<file path="src/rtl/core/lasu_pkg.sv">
`timescale 1ns / 1ps
`default_nettype none

package lasu_pkg;

  // Accumulator width: 64 terms of 37 bits each fit in 44 bits.
  localparam int unsigned AccW = 44;

  typedef struct packed {
    logic signed [15:0] key;
    logic signed [15:0] value;
    logic signed [15:0] recept;
    logic signed [15:0] bonus;
    logic        [15:0] decay;
  } chan_t;

  typedef struct packed {
    logic load;
    logic shift_key;
    logic shift_val;
  } cell_ctl_t;

  typedef struct packed {
    logic valid;
    logic head_ok;
    logic first;
    logic last;
  } iss_t;

  typedef enum logic [3:0] {
    ST_CLEAR = 4'b0001,
    ST_LOAD  = 4'b0010,
    ST_RUN   = 4'b0100,
    ST_DRAIN = 4'b1000
  } state_e;

  function automatic logic signed [31:0] sat32(input logic signed [AccW-1:0] x);
    logic signed [AccW-1:0] hi;
    logic signed [AccW-1:0] lo;
    hi = AccW'(32'sh7fffffff);
    lo = -AccW'(32'sh7fffffff) - AccW'(1);
    if (x > hi) begin
      return 32'sh7fffffff;
    end else if (x < lo) begin
      return 32'sh80000000;
    end
    return x[31:0];
  endfunction

endpackage

`default_nettype wire

</file>
<file path="src/rtl/core/lasu_cell.sv">
`timescale 1ns / 1ps
`default_nettype none

// One channel position of the buffer ring. Key, receptance, bonus and decay
// rotate together; the value rotates on its own, once per state row.
module lasu_cell (
  input  wire                  clk_i,
  input  lasu_pkg::cell_ctl_t  ctl_i,
  input  lasu_pkg::chan_t      load_data_i,
  input  lasu_pkg::chan_t      next_i,
  output lasu_pkg::chan_t      data_o
);

  lasu_pkg::chan_t data_q;

  always_ff @(posedge clk_i) begin
    if (ctl_i.load) begin
      data_q <= load_data_i;
    end else begin
      if (ctl_i.shift_key) begin
        data_q.key    <= next_i.key;
        data_q.recept <= next_i.recept;
        data_q.bonus  <= next_i.bonus;
        data_q.decay  <= next_i.decay;
      end
      if (ctl_i.shift_val) begin
        data_q.value <= next_i.value;
      end
    end
  end

  assign data_o = data_q;

endmodule

`default_nettype wire

</file>
<file path="config.mk">
export PLATFORM = sky130hd
export DESIGN_NAME = lasu_cell
export DESIGN_NICKNAME = d
export VERILOG_FILES = /design/src/rtl/core/lasu_pkg.sv /design/src/rtl/core/lasu_cell.sv
export SDC_FILE = /design/constraint.sdc
export NUM_CORES = 1
export LEC_CHECK = 0
export BUFFER_PORTS_ARGS = -buffer_cell sky130_fd_sc_hd__buf_2
export CELL_PAD_IN_SITES_DETAIL_PLACEMENT = 1
export CELL_PAD_IN_SITES_GLOBAL_PLACEMENT = 2
export CORE_ASPECT_RATIO = 2
export CORE_UTILIZATION = 29
export DETAILED_ROUTE_END_ITERATION = 12
export HOLD_SLACK_MARGIN = 0.08
export PLACE_DENSITY_LB_ADDON = 0.1
export SLEW_MARGIN = 25
export SYNTH_ARGS = -nofsm -noshare
export SYNTH_HDL_FRONTEND = slang
export SYNTH_SLANG_ARGS = --single-unit
</file>
<file path="constraint.sdc">
create_clock -name clk_i -period 5.1 [get_ports clk_i]
set_input_delay 1.53 -clock clk_i [delete_from_list [all_inputs] [get_ports clk_i]]
set_output_delay 1.53 -clock clk_i [all_outputs]
set_load 0.1 [all_outputs]
</file>
# [Yosys cells after proc, flatten, opt, wreduce, memory -nomap -nowiden]
# Cells that the tools add are included.
# W data, S select, Z words.
[totals] word_cells=11 regBits=80 in_bits=164
[classes] reduce_logical=2 n_mux=4
[ops] op="$mux W80" count=1
[ops] op="$mux W48" count=1
[ops] op="$mux W16" count=2
[ops] op="$reduce_bool A2 Y1" count=2

# [Longest topological paths before layout]
[logic_depth] depth_word=2 ltp_mapped=3 mapped_depth_nobuf=1

# [Worst setup path before layout]
# OpenSTA, ideal clock, no wires.
[synth_path] kind="input-to-reg" from="input ctl_i[2] (netlist bit)" to="register data_q, in the netlist data_o[0] (enable)" arrival_time_ns=2.713 stages=3 path_buffers=2 setup_slack_ns=1.993 path_cell_list="buf_6 buf_12 or2_2"
[synth_between] elab_chain_cells=1
[synth_lines] element="start, declared" line_no="lasu_cell.sv:8" rtl="input lasu_pkg::cell_ctl_t ctl_i,"
[synth_lines] element="$reduce_bool A2 Y1 (no line)"
[synth_lines] element="end signal, assigned" line_no="lasu_cell.sv:18" rtl="data_q <= load_data_i;"
[synth_lines] element="end, declared" line_no="lasu_cell.sv:14" rtl="lasu_pkg::chan_t data_q;"
# No other way between the ends.
# A chain may end at the register's enable or synchronous reset.

# [Worst setup path in the final report]
[layout_path] from="input ctl_i[2] (netlist bit)" to="register data_q, in the netlist data_o[68], data pin"
[layout_between] elab_chain_cells=1
[layout_lines] element="$mux W80" line_no="lasu_cell.sv:17" rtl="if (ctl_i.load) begin"
# No other way between the ends.

==> impl_table.tex <==
\begin{tabular}{lr}
\hline
Metric & Value \\
\hline
\multicolumn{2}{l}{\textbf{Global route}} \\
\quad Overflow after GRT & 0 \\
\quad Pin count of the biggest net entering global routing & 63 \\
\quad GRT Util Overall & 15.6\% \\
\quad Antenna violations before repair & 1 \\
\quad Vias in the first global route & 2742 \\
\quad Wire length of the first global-routing pass & 14.7 mm \\
\multicolumn{2}{l}{\textbf{Synth}} \\
\quad Cell type contributing the most total cell area after synthesis & sky130\_fd\_sc\_hd\_\_edfxtp\_1 \\
\quad Share of synthesized area occupied by flip-flops and latches & 63.6\% \\
\quad Count of flip-flops with a built-in enable after synthesis & 80 \\
\quad Most instantiated flip-flop cell in the synthesis netlist & sky130\_fd\_sc\_hd\_\_edfxtp\_1 \\
\quad Gate count of the mapped netlist & 171 \\
\quad Dominant cell by count in the synthesized netlist & sky130\_fd\_sc\_hd\_\_edfxtp\_1 \\
\quad Post-synthesis sequential element count & 80 \\
\quad Top-area cell type share of the netlist area & 63.6\% \\
\quad Top area cells in the synthesized netlist & sky130\_fd\_sc\_hd\_\_edfxtp\_1 64\%, sky130\_fd\_sc\_hd\_\_mux2\_4 31\%, sky130\_fd\_sc\_hd\_\_buf\_12 4.2\% \\
\quad Cell area after synthesis & 3780 um2 \\
\quad Most frequent cells after synthesis & 80 x sky130\_fd\_sc\_hd\_\_edfxtp\_1, 78 x sky130\_fd\_sc\_hd\_\_mux2\_4, 8 x sky130\_fd\_sc\_hd\_\_buf\_12 \\
\quad Async SR Flop Fraction & 0\% \\
\quad Yosys synthesis warning count & 0 \\
\quad Net count of the mapped netlist & 335 \\
\quad Distinct cell type count of the synthesized netlist & 6 \\
\quad Syn\_area\_per\_cell & 22.1 um2 \\
\multicolumn{2}{l}{\textbf{Job}} \\
\quad Number of maximum-capacitance constraint violations & 0 \\
\multicolumn{2}{l}{\textbf{Place}} \\
\quad Final weighted congestion in routability-driven placement & 0.749 \\
\quad Half-perimeter wire length after detailed placement & 8.42 mm \\
\quad \# port buffers & 243 \\
\quad Total placed instance area & 5050 um2 \\
\multicolumn{2}{l}{\textbf{STA}} \\
\quad Final clock period utilization by the worst path & 57.6\% \\
\quad Highest attainable clock frequency & 340 MHz \\
\quad Setup Viol. Count Final & 0 \\
\quad Pin slew with the least headroom to its limit & 0.844 ns \\
\quad Final total negative setup slack & 0 ns \\
\quad Unrepaired setup endpoints after global routing & false \\
\quad Count of final max-slew check failures & 0 \\
\quad Final Hold Viols & 0 \\
\quad Final critical delay including setup and external delays & 2.94 ns \\
\quad Worst slew margin & 43.7\% \\
\multicolumn{2}{l}{\textbf{Drt}} \\
\quad Detailed-route vias per instance & 4.28 \\
\quad Number of iterations in the first detailed-routing pass & 4 \\
\quad Violation count after the first detailed-route iteration & 81 \\
\quad Drt wl/cell & 18.4 um \\
\quad Post-detailed-route DRC marker count & 0 \\
\quad Detail Route Antenna Nets & 0 \\
\quad DR vias & 2462 \\
\quad Final Routed Wirelength & 10.6 mm \\
\multicolumn{2}{l}{\textbf{Power}} \\
\quad Power, Total & 2.29 mW \\
\quad Maximum vdd drop & 170 uV \\
\quad Power per standard cell area & 427 nW/um2 \\
\quad LEAKAGE & 2.59 nW \\
\multicolumn{2}{l}{\textbf{Clocking}} \\
\quad TritonCTS Buffers & 9 \\
\quad Clock sink count & 80 \\
\quad Count of cells resized by post-cts repair & 0 \\
\quad CTS tree & yes \\
\quad Count of buffers added by post-CTS timing repair for setup & 0 \\
\quad Root Buffer & sky130\_fd\_sc\_hd\_\_clkbuf\_16 \\
\quad Clock buffer depth & 2 \\
\quad Number of H-tree branching levels & 3 \\
\quad Clk pin slew, worst setup/hold paths & 0.06 ns \\
\quad Hold\_buf cts & 0 \\
\multicolumn{2}{l}{\textbf{Min path}} \\
\quad Min-Delay Path Class & in2reg \\
\multicolumn{2}{l}{\textbf{Critical path}} \\
\quad Worst path arrival time & 3.02 ns \\
\quad Critical path startpoint category & primary input \\
\quad Critical-path maximum fanout & 48 \\
\quad Nature of the critical path endpoint & flip-flop \\
\quad Worst Path Class, Setup & in2reg \\
\quad Required time reported for the critical path endpoint & 5.18 ns \\
\multicolumn{2}{l}{\textbf{Cells and area}} \\
\quad Layout net count & 583 \\
\quad Number of flip-flops in the largest register & 80 \\
\quad Area growth, synth to finish & 42.0\% \\
\quad Finished Cell Area & 5370 um2 \\
\quad Share of final-layout standard cells stronger than drive strength 1 & 80.7\% \\
\quad Count of fill cells added during filler insertion & 1384 \\
\multicolumn{2}{l}{\textbf{Floorplan}} \\
\quad Overall die width & 82.7 um \\
\quad FP Rows & 58 \\
\quad Initial Util & 29.9\% \\
\quad Die Y-Extent & 163 um \\
\quad Overall die area & 13500 um2 \\
\quad Placeable Area & 12600 um2 \\
\quad Number of top-level design ports & 244 \\
\multicolumn{2}{l}{\textbf{Status}} \\
\quad Outcome & finished clean \\
\hline
\end{tabular}
per-stage QoR:
step / std cells / utilization (%) / worst slack [ns] / hold slack, ns
after floorplan: 171 / - / 1.99 / 1.75
after global placement: 558 / 40.0 / 1.83 / 1.83
after CTS: 574 / 42.5 / 2.15 / 1.47
after detailed placement: 558 / 40.0 / 1.80 / 1.83
after global routing: 575 / 42.5 / 2.10 / 1.48
final: 575 / 42.5 / 2.16 / 1.49
area by class of cell:
class                           count  area (um2)  share of cell area [%]
Timing Repair Buffer              246        1250                    23.4
Clock buffer                       11         233                    4.34
Multi-Input combinational cell     82        1210                    22.5
Clock inverter                      5        81.3                    1.52
Sequential cell                    80        2400                    44.8
Antenna cell                        1        2.50                  0.0466
Tap cell                          150         188                    3.50
metal layers:
metal | share of wire [%] | wire, um | track usage, %
met2 | 58 | 6090 | 30.2
met3 | 11 | 1110 | 6.31
met1 | 30 | 3170 | 13.1
met4 | 1.7 | 184 | 6.66
met5 | 0 | 0 | 0
critical path: stages:
cell                     delay, ns
sky130_fd_sc_hd__buf_4        0.65
sky130_fd_sc_hd__buf_4        0.47
sky130_fd_sc_hd__mux2_4       0.34
kinds of logic after synthesis:
group | after synthesis | synth area share [%]
buffers and inverters | 9 | 4.53
flip-flops | 80 | 63.6
multiplexers | 80 | 31.6
AND/OR/NAND/NOR | 2 | 0.331
placed cells by master, fill, tap and decap left out:
cell and instances:
sky130_fd_sc_hd__clkbuf_16 9, sky130_fd_sc_hd__buf_12 1, sky130_fd_sc_hd__buf_2 242, sky130_fd_sc_hd__or2_2 2, sky130_fd_sc_hd__clkinv_2 1, sky130_fd_sc_hd__bufinv_16 2, sky130_fd_sc_hd__edfxtp_1 80, sky130_fd_sc_hd__mux2_4 78
sky130_fd_sc_hd__buf_4 3, sky130_fd_sc_hd__mux2_2 2, sky130_fd_sc_hd__clkinv_4 1, sky130_fd_sc_hd__diode_2 1, sky130_fd_sc_hd__clkinvlp_4 1, sky130_fd_sc_hd__clkbuf_1 2
worst paths after layout:
path / start / slack, ns / cells after the start / end
worst max-delay path: ctl_i[2] / 2.16 / 3 / data_o[68]
worst min-delay path: next_i[40] / 1.49 / 2 / data_o[40]
report_power, final:
part / leakage (nW) / total [mW] / internal [mW] / switching [mW]
registers: 0.815 / 0.825 / 0.808 / 0.0177
clock network: 0.150 / 0.683 / 0.429 / 0.254
logic: 1.63 / 0.784 / 0.166 / 0.619
Note: power is estimated with default switching activity, not from simulation.
